<file path="src/rtl/ptb_pkg.sv">
// Shared types and constants of the periodic timer bank.
// No dependencies; imported by every module of the block except ptb_ram.
`timescale 1ns / 1ps

package ptb_pkg;

   localparam int NUM_SLOTS     = 64;
   localparam int MS_PER_SECOND = 1000;

   localparam int SLOT_IDX_W = $clog2(NUM_SLOTS);
   localparam int SLOT_CNT_W = $clog2(NUM_SLOTS + 1);

   localparam int FUNC_W       = 2;
   localparam int PERIOD_W     = 24;
   localparam int SLOT_W       = 6;
   localparam int STATUS_W     = 3;
   localparam int SEC_W        = 13;
   localparam int COUNT_W      = 7;
   localparam int MAX_PERIOD_W = 23;
   localparam int RAM_W        = 2 * SEC_W;

   localparam int MAX_RESULTS  = 64;
   localparam int RESULT_CNT_W = $clog2(MAX_RESULTS + 1);

   localparam logic [SEC_W-1:0]        SEC_MAX          = '1;
   localparam logic [COUNT_W-1:0]      MAX_ACTIVE_RESET = COUNT_W'(50);
   localparam logic [MAX_PERIOD_W-1:0] MAX_PERIOD_RESET = MAX_PERIOD_W'(5000000);

   // ms to seconds: multiply by a rounded-up reciprocal, exact for any accepted period
   localparam int MS_SHIFT = MAX_PERIOD_W + $clog2(MS_PER_SECOND);
   localparam longint unsigned MS_RECIP =
      ((64'd1 << MS_SHIFT) + MS_PER_SECOND - 1) / MS_PER_SECOND;
   localparam int RECIP_W = MAX_PERIOD_W + 1;
   localparam int PROD_W  = MAX_PERIOD_W + RECIP_W;

   localparam int CSR_INDEX_W = 2;
   localparam int CSR_DATA_W  = 32;

   localparam int CMD_DEPTH = 2;
   localparam int RSP_DEPTH = 2;

   typedef enum logic [CSR_INDEX_W-1:0] {
      CSR_MAX_ACTIVE    = 2'd0,
      CSR_MAX_PERIOD_MS = 2'd1
   } csr_index_type;

   typedef enum logic [FUNC_W-1:0] {
      FUNC_START = 2'd0,
      FUNC_STOP  = 2'd1,
      FUNC_TICK  = 2'd2
   } func_type;

   typedef enum logic [STATUS_W-1:0] {
      ST_OK         = 3'd0,
      ST_BAD_PERIOD = 3'd1,
      ST_FULL       = 3'd2,
      ST_BAD_SLOT   = 3'd3,
      ST_EXPIRY     = 3'd4,
      ST_NO_EXPIRY  = 3'd5
   } status_type;

   typedef struct packed {
      logic [FUNC_W-1:0]   func;
      logic [PERIOD_W-1:0] period_ms;
      logic [SLOT_W-1:0]   slot_in;
   } req_type;

   typedef struct packed {
      status_type        status;
      logic [SLOT_W-1:0] slot_out;
      logic              last;
   } rsp_type;

   typedef struct packed {
      func_type                op;
      logic                    bad_period;
      logic [MAX_PERIOD_W-1:0] secs;
      logic [SLOT_W-1:0]       slot_in;
   } cmd_type;

endpackage

</file>
<file path="src/rtl/ptb_ram.sv">
// Generic single-write, single-read RAM with registered read data.
// No dependencies.
`timescale 1ns / 1ps

module ptb_ram #(
   parameter int WIDTH = 8,
   parameter int DEPTH = 16,
   localparam int ADDR_W = $clog2(DEPTH)
) (
   input  logic              clock,
   input  logic              wr_en,
   input  logic [ADDR_W-1:0] wr_addr,
   input  logic [WIDTH-1:0]  wr_data,
   input  logic              rd_en,
   input  logic [ADDR_W-1:0] rd_addr,
   output logic [WIDTH-1:0]  rd_data
);

   logic [WIDTH-1:0] mem_ff [DEPTH];
   logic [WIDTH-1:0] rd_data_ff;

   always_ff @(posedge clock) begin
      if (wr_en) begin
         mem_ff[wr_addr] <= wr_data;
      end
      if (rd_en) begin
         rd_data_ff <= mem_ff[rd_addr];
      end
   end

   assign rd_data = rd_data_ff;

endmodule

</file>
<file path="src/rtl/ptb_front.sv">
// Front end: accepts request words, checks the period and converts it to seconds.
// Depends on ptb_pkg.
`timescale 1ns / 1ps

module ptb_front import ptb_pkg::*; (
   input  logic                    push,
   input  req_type                 req_word,
   output logic                    full,
   input  logic [MAX_PERIOD_W-1:0] max_period_ms,
   output logic                    cmd_push,
   output cmd_type                 cmd_word,
   input  logic                    cmd_full
);

   logic              func_known;
   logic [PROD_W-1:0] prod;

   assign func_known = (req_word.func == FUNC_START) || (req_word.func == FUNC_STOP) ||
                       (req_word.func == FUNC_TICK);

   // unknown function codes are swallowed here
   assign full     = cmd_full;
   assign cmd_push = push && !cmd_full && func_known;

   assign prod = PROD_W'(req_word.period_ms[MAX_PERIOD_W-1:0]) * PROD_W'(MS_RECIP);

   assign cmd_word.op         = func_type'(req_word.func);
   assign cmd_word.bad_period = (req_word.period_ms < PERIOD_W'(MS_PER_SECOND)) ||
                                (req_word.period_ms > PERIOD_W'(max_period_ms));
   assign cmd_word.secs       = MAX_PERIOD_W'(prod >> MS_SHIFT);
   assign cmd_word.slot_in    = req_word.slot_in;

endmodule

</file>
<file path="src/rtl/ptb_cmd_fifo.sv">
// Short command queue between the front end and the slot engine.
// Depends on ptb_pkg.
`timescale 1ns / 1ps

module ptb_cmd_fifo import ptb_pkg::*; (
   input  logic    clock,
   input  logic    reset,
   input  logic    wr_en,
   input  cmd_type wr_word,
   output logic    full,
   input  logic    rd_en,
   output cmd_type rd_word,
   output logic    empty
);

   localparam int PTR_W = $clog2(CMD_DEPTH);
   localparam int CNT_W = $clog2(CMD_DEPTH + 1);

   cmd_type            mem_ff [CMD_DEPTH];
   logic [PTR_W-1:0]   wr_ptr_ff, wr_ptr_in;
   logic [PTR_W-1:0]   rd_ptr_ff, rd_ptr_in;
   logic [CNT_W-1:0]   count_ff, count_in;
   logic               do_wr, do_rd;

   assign full    = (count_ff == CNT_W'(CMD_DEPTH));
   assign empty   = (count_ff == '0);
   assign rd_word = mem_ff[rd_ptr_ff];
   assign do_wr   = wr_en && !full;
   assign do_rd   = rd_en && !empty;

   always_comb begin
      wr_ptr_in = wr_ptr_ff;
      rd_ptr_in = rd_ptr_ff;
      count_in  = count_ff;
      if (do_wr) begin
         wr_ptr_in = (wr_ptr_ff == PTR_W'(CMD_DEPTH - 1)) ? '0 : wr_ptr_ff + 1'b1;
      end
      if (do_rd) begin
         rd_ptr_in = (rd_ptr_ff == PTR_W'(CMD_DEPTH - 1)) ? '0 : rd_ptr_ff + 1'b1;
      end
      if (do_wr && !do_rd) begin
         count_in = count_ff + 1'b1;
      end else if (do_rd && !do_wr) begin
         count_in = count_ff - 1'b1;
      end
   end

   always_ff @(posedge clock) begin
      if (reset) begin
         wr_ptr_ff <= '0;
         rd_ptr_ff <= '0;
         count_ff  <= '0;
      end else begin
         wr_ptr_ff <= wr_ptr_in;
         rd_ptr_ff <= rd_ptr_in;
         count_ff  <= count_in;
      end
      if (do_wr) begin
         mem_ff[wr_ptr_ff] <= wr_word;
      end
   end

endmodule

</file>
<file path="src/rtl/ptb_back.sv">
// Slot engine: occupancy flags, second counters in RAM, tick walk and result queue.
// Depends on ptb_pkg and ptb_ram.
`timescale 1ns / 1ps

module ptb_back import ptb_pkg::*; (
   input  logic               clock,
   input  logic               reset,
   input  cmd_type            cmd_word,
   input  logic               cmd_empty,
   output logic               cmd_pop,
   input  logic [COUNT_W-1:0] max_active,
   output logic               empty,
   input  logic               pop,
   output rsp_type            rsp_word
);

   localparam int RQ_PTR_W = $clog2(RSP_DEPTH);
   localparam int RQ_CNT_W = $clog2(RSP_DEPTH + 1);

   typedef enum logic [1:0] {
      S_IDLE,
      S_START_SCAN,
      S_TICK_SCAN,
      S_TICK_DONE
   } state_type;

   function automatic rsp_type make_rsp(status_type st, logic [SLOT_W-1:0] s, logic l);
      rsp_type r;
      r.status   = st;
      r.slot_out = s;
      r.last     = l;
      return r;
   endfunction

   state_type               state_ff, state_in;
   logic [SLOT_CNT_W-1:0]   scan_ff, scan_in;
   logic [SLOT_IDX_W-1:0]   scan_idx;
   logic                    p_valid_ff, p_valid_in;
   logic [SLOT_IDX_W-1:0]   p_slot_ff, p_slot_in;
   logic [NUM_SLOTS-1:0]    used_ff, used_in;
   logic [NUM_SLOTS-1:0]    active_ff, active_in;
   logic [COUNT_W-1:0]      used_count_ff, used_count_in;
   logic                    pend_valid_ff, pend_valid_in;
   logic [SLOT_IDX_W-1:0]   pend_slot_ff, pend_slot_in;
   logic [RESULT_CNT_W-1:0] exp_cnt_ff, exp_cnt_in;

   rsp_type                 rq_ff [RSP_DEPTH];
   logic [RQ_PTR_W-1:0]     rq_wr_ff, rq_wr_in;
   logic [RQ_PTR_W-1:0]     rq_rd_ff, rq_rd_in;
   logic [RQ_CNT_W-1:0]     rq_cnt_ff, rq_cnt_in;
   logic                    room, rsp_taken;
   logic                    push_rsp;
   rsp_type                 push_word;

   logic                    ram_wr_en, ram_rd_en;
   logic [SLOT_IDX_W-1:0]   ram_wr_addr;
   logic [RAM_W-1:0]        ram_wr_data, ram_rd_data;
   logic [SEC_W-1:0]        ram_rem, ram_reload, rem_dec;

   logic [SEC_W-1:0]        secs_sat;
   logic                    stop_ok;
   logic [SLOT_IDX_W-1:0]   stop_idx;
   logic                    p_used, p_active;

   ptb_ram #(
      .WIDTH (RAM_W),
      .DEPTH (NUM_SLOTS)
   ) u_ram (
      .clock   (clock),
      .wr_en   (ram_wr_en),
      .wr_addr (ram_wr_addr),
      .wr_data (ram_wr_data),
      .rd_en   (ram_rd_en),
      .rd_addr (scan_idx),
      .rd_data (ram_rd_data)
   );

   assign scan_idx   = scan_ff[SLOT_IDX_W-1:0];
   assign ram_rem    = ram_rd_data[SEC_W-1:0];
   assign ram_reload = ram_rd_data[RAM_W-1:SEC_W];
   assign rem_dec    = ram_rem - SEC_W'(1);
   assign p_used     = used_ff[p_slot_ff];
   assign p_active   = active_ff[p_slot_ff];
   assign secs_sat   = (cmd_word.secs > MAX_PERIOD_W'(SEC_MAX)) ? SEC_MAX :
                       SEC_W'(cmd_word.secs);
   assign stop_ok    = (int'(cmd_word.slot_in) < NUM_SLOTS) && used_ff[stop_idx];
   assign stop_idx   = SLOT_IDX_W'(cmd_word.slot_in);

   assign room      = (rq_cnt_ff != RQ_CNT_W'(RSP_DEPTH));
   assign empty     = (rq_cnt_ff == '0);
   assign rsp_word  = rq_ff[rq_rd_ff];
   assign rsp_taken = pop && !empty;

   always_comb begin
      state_in      = state_ff;
      scan_in       = scan_ff;
      p_valid_in    = p_valid_ff;
      p_slot_in     = p_slot_ff;
      used_in       = used_ff;
      active_in     = active_ff;
      used_count_in = used_count_ff;
      pend_valid_in = pend_valid_ff;
      pend_slot_in  = pend_slot_ff;
      exp_cnt_in    = exp_cnt_ff;
      cmd_pop       = 1'b0;
      push_rsp      = 1'b0;
      push_word     = make_rsp(ST_OK, '0, 1'b1);
      ram_wr_en     = 1'b0;
      ram_wr_addr   = p_slot_ff;
      ram_wr_data   = {ram_reload, rem_dec};
      ram_rd_en     = 1'b0;

      case (state_ff)
         S_IDLE: begin
            if (!cmd_empty && room) begin
               case (cmd_word.op)
                  FUNC_START: begin
                     if (cmd_word.bad_period) begin
                        push_rsp  = 1'b1;
                        push_word = make_rsp(ST_BAD_PERIOD, '0, 1'b1);
                        cmd_pop   = 1'b1;
                     end else if (used_count_ff >= max_active) begin
                        push_rsp  = 1'b1;
                        push_word = make_rsp(ST_FULL, '0, 1'b1);
                        cmd_pop   = 1'b1;
                     end else begin
                        scan_in  = '0;
                        state_in = S_START_SCAN;
                     end
                  end
                  FUNC_STOP: begin
                     push_rsp = 1'b1;
                     cmd_pop  = 1'b1;
                     if (stop_ok) begin
                        active_in[stop_idx] = 1'b0;
                        push_word = make_rsp(ST_OK, '0, 1'b1);
                     end else begin
                        push_word = make_rsp(ST_BAD_SLOT, '0, 1'b1);
                     end
                  end
                  FUNC_TICK: begin
                     scan_in       = '0;
                     p_valid_in    = 1'b0;
                     pend_valid_in = 1'b0;
                     exp_cnt_in    = '0;
                     state_in      = S_TICK_SCAN;
                  end
                  default: begin
                     cmd_pop = 1'b1;
                  end
               endcase
            end
         end

         S_START_SCAN: begin
            if (room) begin
               if (scan_ff == SLOT_CNT_W'(NUM_SLOTS)) begin
                  push_rsp  = 1'b1;
                  push_word = make_rsp(ST_FULL, '0, 1'b1);
                  cmd_pop   = 1'b1;
                  state_in  = S_IDLE;
               end else if (!used_ff[scan_idx]) begin
                  used_in[scan_idx]   = 1'b1;
                  active_in[scan_idx] = 1'b1;
                  used_count_in       = used_count_ff + 1'b1;
                  ram_wr_en           = 1'b1;
                  ram_wr_addr         = scan_idx;
                  ram_wr_data         = {secs_sat, secs_sat};
                  push_rsp            = 1'b1;
                  push_word           = make_rsp(ST_OK, SLOT_W'(scan_idx), 1'b1);
                  cmd_pop             = 1'b1;
                  state_in            = S_IDLE;
               end else begin
                  scan_in = scan_ff + 1'b1;
               end
            end
         end

         S_TICK_SCAN: begin
            // read slot scan_ff while updating slot p_slot_ff from last read
            if (room) begin
               if (p_valid_ff && p_used) begin
                  if (!p_active) begin
                     used_in[p_slot_ff] = 1'b0;
                     if (used_count_ff != '0) begin
                        used_count_in = used_count_ff - 1'b1;
                     end
                  end else begin
                     ram_wr_en = 1'b1;
                     if (rem_dec == '0) begin
                        ram_wr_data = {ram_reload, ram_reload};
                        if (exp_cnt_ff < RESULT_CNT_W'(MAX_RESULTS)) begin
                           if (pend_valid_ff) begin
                              push_rsp  = 1'b1;
                              push_word = make_rsp(ST_EXPIRY, SLOT_W'(pend_slot_ff), 1'b0);
                           end
                           pend_valid_in = 1'b1;
                           pend_slot_in  = p_slot_ff;
                           exp_cnt_in    = exp_cnt_ff + 1'b1;
                        end
                     end
                  end
               end
               if (scan_ff == SLOT_CNT_W'(NUM_SLOTS)) begin
                  p_valid_in = 1'b0;
                  state_in   = S_TICK_DONE;
               end else begin
                  ram_rd_en  = 1'b1;
                  p_valid_in = 1'b1;
                  p_slot_in  = scan_idx;
                  scan_in    = scan_ff + 1'b1;
               end
            end
         end

         S_TICK_DONE: begin
            if (room) begin
               push_rsp = 1'b1;
               if (pend_valid_ff) begin
                  push_word = make_rsp(ST_EXPIRY, SLOT_W'(pend_slot_ff), 1'b1);
               end else begin
                  push_word = make_rsp(ST_NO_EXPIRY, '0, 1'b1);
               end
               pend_valid_in = 1'b0;
               cmd_pop       = 1'b1;
               state_in      = S_IDLE;
            end
         end

         default: begin
            state_in = S_IDLE;
         end
      endcase
   end

   always_comb begin
      rq_wr_in  = rq_wr_ff;
      rq_rd_in  = rq_rd_ff;
      rq_cnt_in = rq_cnt_ff;
      if (push_rsp) begin
         rq_wr_in = (rq_wr_ff == RQ_PTR_W'(RSP_DEPTH - 1)) ? '0 : rq_wr_ff + 1'b1;
      end
      if (rsp_taken) begin
         rq_rd_in = (rq_rd_ff == RQ_PTR_W'(RSP_DEPTH - 1)) ? '0 : rq_rd_ff + 1'b1;
      end
      if (push_rsp && !rsp_taken) begin
         rq_cnt_in = rq_cnt_ff + 1'b1;
      end else if (rsp_taken && !push_rsp) begin
         rq_cnt_in = rq_cnt_ff - 1'b1;
      end
   end

   always_ff @(posedge clock) begin
      if (reset) begin
         state_ff      <= S_IDLE;
         scan_ff       <= '0;
         p_valid_ff    <= 1'b0;
         used_ff       <= '0;
         active_ff     <= '0;
         used_count_ff <= '0;
         pend_valid_ff <= 1'b0;
         exp_cnt_ff    <= '0;
         rq_wr_ff      <= '0;
         rq_rd_ff      <= '0;
         rq_cnt_ff     <= '0;
      end else begin
         state_ff      <= state_in;
         scan_ff       <= scan_in;
         p_valid_ff    <= p_valid_in;
         used_ff       <= used_in;
         active_ff     <= active_in;
         used_count_ff <= used_count_in;
         pend_valid_ff <= pend_valid_in;
         exp_cnt_ff    <= exp_cnt_in;
         rq_wr_ff      <= rq_wr_in;
         rq_rd_ff      <= rq_rd_in;
         rq_cnt_ff     <= rq_cnt_in;
      end
      p_slot_ff    <= p_slot_in;
      pend_slot_ff <= pend_slot_in;
      if (push_rsp) begin
         rq_ff[rq_wr_ff] <= push_word;
      end
   end

endmodule

</file>
<file path="src/rtl/periodic_timer_bank_core.sv">
// Periodic timer bank, top level: config registers, front end, command queue, slot engine.
// Depends on ptb_pkg, ptb_front, ptb_cmd_fifo and ptb_back.
//
// Request words are taken whenever the two-entry command queue has room, and
// result words wait in a two-entry output queue until popped. The slot engine
// handles one command at a time: a stop is answered straight from idle, a
// start walks the occupancy flags from slot 0 one slot per cycle, and a tick
// walks every slot through the second-counter RAM one slot per cycle; both
// walks stall while the output queue is full. The counter RAM needs no
// clearing pass after reset; a start always writes a slot's counters before
// they are used.
`timescale 1ns / 1ps

module periodic_timer_bank_core import ptb_pkg::*; (
   input  logic                   clock,
   input  logic                   reset,
   input  logic                   push,
   output logic                   full,
   input  req_type                req_word,
   output logic                   empty,
   input  logic                   pop,
   output rsp_type                rsp_word,
   input  logic                   valid,
   output logic                   ready,
   input  logic [CSR_INDEX_W-1:0] csr_index,
   input  logic [CSR_DATA_W-1:0]  csr_wdata
);

   logic [COUNT_W-1:0]      max_active_ff;
   logic [MAX_PERIOD_W-1:0] max_period_ms_ff;

   logic    cmd_push, cmd_full, cmd_pop, cmd_empty;
   cmd_type cmd_wr_word, cmd_rd_word;

   assign ready = 1'b1;

   always_ff @(posedge clock) begin
      if (reset) begin
         max_active_ff    <= MAX_ACTIVE_RESET;
         max_period_ms_ff <= MAX_PERIOD_RESET;
      end else if (valid && ready) begin
         case (csr_index)
            CSR_MAX_ACTIVE:    max_active_ff    <= COUNT_W'(csr_wdata);
            CSR_MAX_PERIOD_MS: max_period_ms_ff <= MAX_PERIOD_W'(csr_wdata);
            default: ;
         endcase
      end
   end

   ptb_front u_front (
      .push          (push),
      .req_word      (req_word),
      .full          (full),
      .max_period_ms (max_period_ms_ff),
      .cmd_push      (cmd_push),
      .cmd_word      (cmd_wr_word),
      .cmd_full      (cmd_full)
   );

   ptb_cmd_fifo u_cmd_fifo (
      .clock   (clock),
      .reset   (reset),
      .wr_en   (cmd_push),
      .wr_word (cmd_wr_word),
      .full    (cmd_full),
      .rd_en   (cmd_pop),
      .rd_word (cmd_rd_word),
      .empty   (cmd_empty)
   );

   ptb_back u_back (
      .clock      (clock),
      .reset      (reset),
      .cmd_word   (cmd_rd_word),
      .cmd_empty  (cmd_empty),
      .cmd_pop    (cmd_pop),
      .max_active (max_active_ff),
      .empty      (empty),
      .pop        (pop),
      .rsp_word   (rsp_word)
   );

endmodule

</file>
<file path="config.mk">
export PLATFORM = sky130hd
export DESIGN_NAME = periodic_timer_bank_core
export DESIGN_NICKNAME = d
export VERILOG_FILES = /design/src/rtl/ptb_pkg.sv /design/src/rtl/ptb_ram.sv /design/src/rtl/ptb_front.sv /design/src/rtl/ptb_cmd_fifo.sv /design/src/rtl/ptb_back.sv /design/src/rtl/periodic_timer_bank_core.sv
export SDC_FILE = /design/constraint.sdc
export NUM_CORES = 2
export LEC_CHECK = 0
export BUFFER_PORTS_ARGS = -buffer_cell sky130_fd_sc_hd__buf_4
export CAP_MARGIN = 10
export CELL_PAD_IN_SITES_DETAIL_PLACEMENT = 1
export CELL_PAD_IN_SITES_GLOBAL_PLACEMENT = 1
export CORE_UTILIZATION = 45
export CTS_CLUSTER_DIAMETER = 30
export DETAILED_ROUTE_END_ITERATION = 6
export MAX_ROUTING_LAYER = met4
export PLACE_DENSITY_LB_ADDON = 0.1
export RECOVER_POWER = 25
export SLEW_MARGIN = 5
export SYNTH_ARGS = -nofsm -noshare
export SYNTH_HDL_FRONTEND = slang
export SYNTH_SLANG_ARGS = --single-unit
</file>
<file path="constraint.sdc">
create_clock -name clock -period 17.86 [get_ports clock]
set_input_delay 1.786 -clock clock [delete_from_list [all_inputs] [get_ports clock]]
set_output_delay 1.786 -clock clock [all_outputs]
set_load 0.1 [all_outputs]
</file>
==> flow_summary.ini <==
[sta]
fin_crit_ns = 12.88
finalSetupViolations = 0
max_freq_mhz = 77.6
rsz0062_at_grt = no
slew_viol_final = 1398
finalHoldViolations = 0
hold_slack_ns = 0.454
fin_skew_ns = 0.137
fin_crit_sh_pct = 72.1
slew_headroom_pct = -252
tns_ns = 0
worst_pin_slew_ns = 5.28

[critical_path]
cp_common_cell = clkbuf_1
cp_cell_sequence = clkbuf_1 -> nor2_1 -> clkbuf_1 -> clkbuf_1 -> a22oi_1 -> a31oi_1 -> nor4_1 -> o21ai_0 -> or4_1
startpoint = u_back.scan_ff[2]
crit_required_ns = 18.51
crit_path_end_kind = flop
slowest_delay_ns = 2.84
criticalPathCategory = flop to flop
regToRegSetupSlack_ns = 4.98
cpLargestDelayFamily = buffers and inverters
path_max_fanout = 68
path_buf_inv = 3
critPathSlowestCell = clkbuf_1
reg2reg_to = u_back.u_ram.rd_data[16]
cp.arrival_ns = 13.53
ff2ff_path_depth = 9
cp-start-kind = flop
r2r-start = u_back.scan_ff[2]

[die]
die_x_um = 438
core.rowCount = 159
die_h_um = 438
start_util_pct = 45.4
core_um2 = 188000
io_pins = 84
die_area_um2 = 192000

[logic_synthesis]
synth_top_area_share_pct = 62.1
syn_area_um2 = 85600
synth-edff-count = 1768
ys_ff_latch = 1961
syn-instance-count = 5935
yosysTopAreaCell = edfxtp_1
async_flop_share_pct = 0
synth.avg_cell_area_um2 = 14.4
synth_ff_type = edfxtp_1
synthTopCellsByArea = edfxtp_1, dfxtp_1, ha_1
synth.net_count = 6455
yosysWarnings = 0
synth_seq_area_share_pct = 66.6
yosysUniqueCellTypes = 86

[clocking]
cts-root-buf = clkbuf_16
post-cts-setup-buffers = 0
clock-sinks = 1961
ctsLongestPathBuffers = 4
ctsHoldBuffers = 0
h-tree-depth = 5
tritoncts = built
clkSlewWorstSetupHoldPaths_ns = 0.05
cts_buffers = 424
clock_latency_ns = 1.01
ctsResizeCount = 0

[drt]
drt_pre_antenna_iters = 7
drt-wirelength-per-cell_um = 34.0
viasPerCell = 6.46
ant_nets = 0
wirelength_um = 310000
vias = 58996
first_iter_violations = 6446
route.detailed.drc = 24

[global_routing]
grt_pass1_wl_um = 441000
grtUsageTotal_pct = 33.1
antenna_found_initial = 18
overflow = 0
grt_max_degree = 99
grt_pass1_vias = 60695

[finish]
final_cell_mix = edfxtp_1, clkbuf_16, a22oi_1, inv_1, ha_1
multi_input_area_um2 = 26800
final_common_cell = edfxtp_1
nets = 6812
area_growth_pct = 22.1
layout-drive-gt1-share_pct = 17.2
regArea_um2 = 57000
nFillCells = 17616

[place]
gp_congestion = 0.895
place.port_buffers = 73
hpwl_um = 181000

[run_status]
status = complete, but fails checks
violations = DRC, capacitance limit, slew limit

[worst_hold_path]
holdCritPathClass = flop to flop
hold-path-cell-count = 2
hp-start = max_period_ms_ff[4]
holdPathEnd = max_period_ms_ff[4]

[pwr]
leakage_nw = 35.7
peakVddDrop_uv = 173
p_per_area_nw_per_um2 = 177

[job]
maxCapViolCount = 32
report_power, final:
group | internal (mW) | switching (mW) | leakage [nW] | total [mW]
Clock | 5.19 | 2.52 | 6.78 | 7.71
Combinational | 1.29 | 3.40 | 11.3 | 4.69
Sequential | 6.01 | 0.103 | 17.6 | 6.11
Total | 12.5 | 6.03 | 35.7 | 18.5
layer usage:
layer	part of all wire, %	wire [um]	global-route usage, %	vias up
li1	-	-	-	24299
met3	8.7	27100	5.95	667
met5	0	0	-	-
met1	40	125000	43.0	31010
met4	4.5	14000	14.3	0
met2	47	145000	51.0	3020
sequential cells by signal, indices dropped and copies added, names as in the netlist, named ones only:
name	flops
u_back.rq_wr_ff	1
u_back.rq_ff	20
u_back.exp_cnt_ff	7
u_cmd_fifo.mem_ff	46
max_active_ff	7
u_back.rq_cnt_ff	2
u_back.u_ram.mem_ff	1664
u_back.rq_rd_ff	1
u_cmd_fifo.rd_ptr_ff	1
u_back.pend_slot_ff	6
u_cmd_fifo.count_ff	2
u_back.p_slot_ff	6
u_back.active_ff	64
u_back.used_count_ff	7
u_back.pend_valid_ff	1
u_back.used_ff	64
u_back.scan_ff	7
u_back.state_ff	2
u_back.u_ram.rd_data	26
max_period_ms_ff	23
u_cmd_fifo.wr_ptr_ff	1
u_back.p_valid_ff	1
cells by family after synthesis:
kind of cell / Yosys count / synth area share, %
flip-flops: 1961 / 66.6
AO/OA/AOI/OAI: 1666 / 13.8
AND/OR/NAND/NOR: 896 / 5.16
buffers and inverters: 720 / 3.26
adder cells (fa/ha/maj): 449 / 7.94
multiplexers: 210 / 2.99
XOR/XNOR: 32 / 0.328
other: 1 / 0.00438
cells in the mapped netlist (all sizes together), types with 163 or more instances:
library cell     n
edfxtp        1768
clkbuf         238
a22oi          430
a21oi          285
ha             293
nand3          177
a221oi         188
nor2           163
dfxtp          193
a31oi          190
nand2          236
inv            342
how the worst max path moves through the flow:
stage	to	slack (ns)	cells past startpoint
3_5_place_dp	u_cmd_fifo.mem_ff[0][17]	9.12	23
6_report	u_back.u_ram.rd_data[16]	4.98	9
5_1_grt	u_back.u_ram.rd_data[20]	5.04	9
4_1_cts	u_cmd_fifo.mem_ff[1][17]	10.04	23
3_3_place_gp	u_cmd_fifo.mem_ff[0][17]	9.17	23
2_1_floorplan	u_cmd_fifo.mem_ff[0][17]	9.96	21
per-stage QoR:
stage | util [%] | cell area [um2] | power (mW) | worst slack (ns) | cells
3_3_place_gp | 48.1 | 90600 | 10.7 | 9.17 | 8361
4_1_cts | 55.6 | 105000 | 18.5 | 10.04 | 9118
2_1_floorplan | - | 85600 | 8.77 | 9.96 | 5935
5_1_grt | 55.4 | 104000 | 19.2 | 5.04 | 9127
3_5_place_dp | 48.1 | 90600 | 10.8 | 9.12 | 8361
6_report | 55.4 | 104000 | 18.5 | 4.98 | 9128
worst min-delay path, cell delays in order (launching register included):
cell and delay (ns):
dfxtp_1 0.30, nand2_1 0.05, a21oi_1 0.05
area by class of cell:
type | instances | share of cell area (%)
Multi-Input combinational cell | 3254 | 25.6
Antenna cell | 10 | 0.0240
Sequential cell | 1961 | 54.5
Inverter | 346 | 1.24
Clock buffer | 475 | 10.5
Timing Repair Buffer | 305 | 2.08
Tap cell | 2495 | 2.99
Clock inverter | 282 | 3.00
No activity file was read; power rests on OpenSTA's default activity.
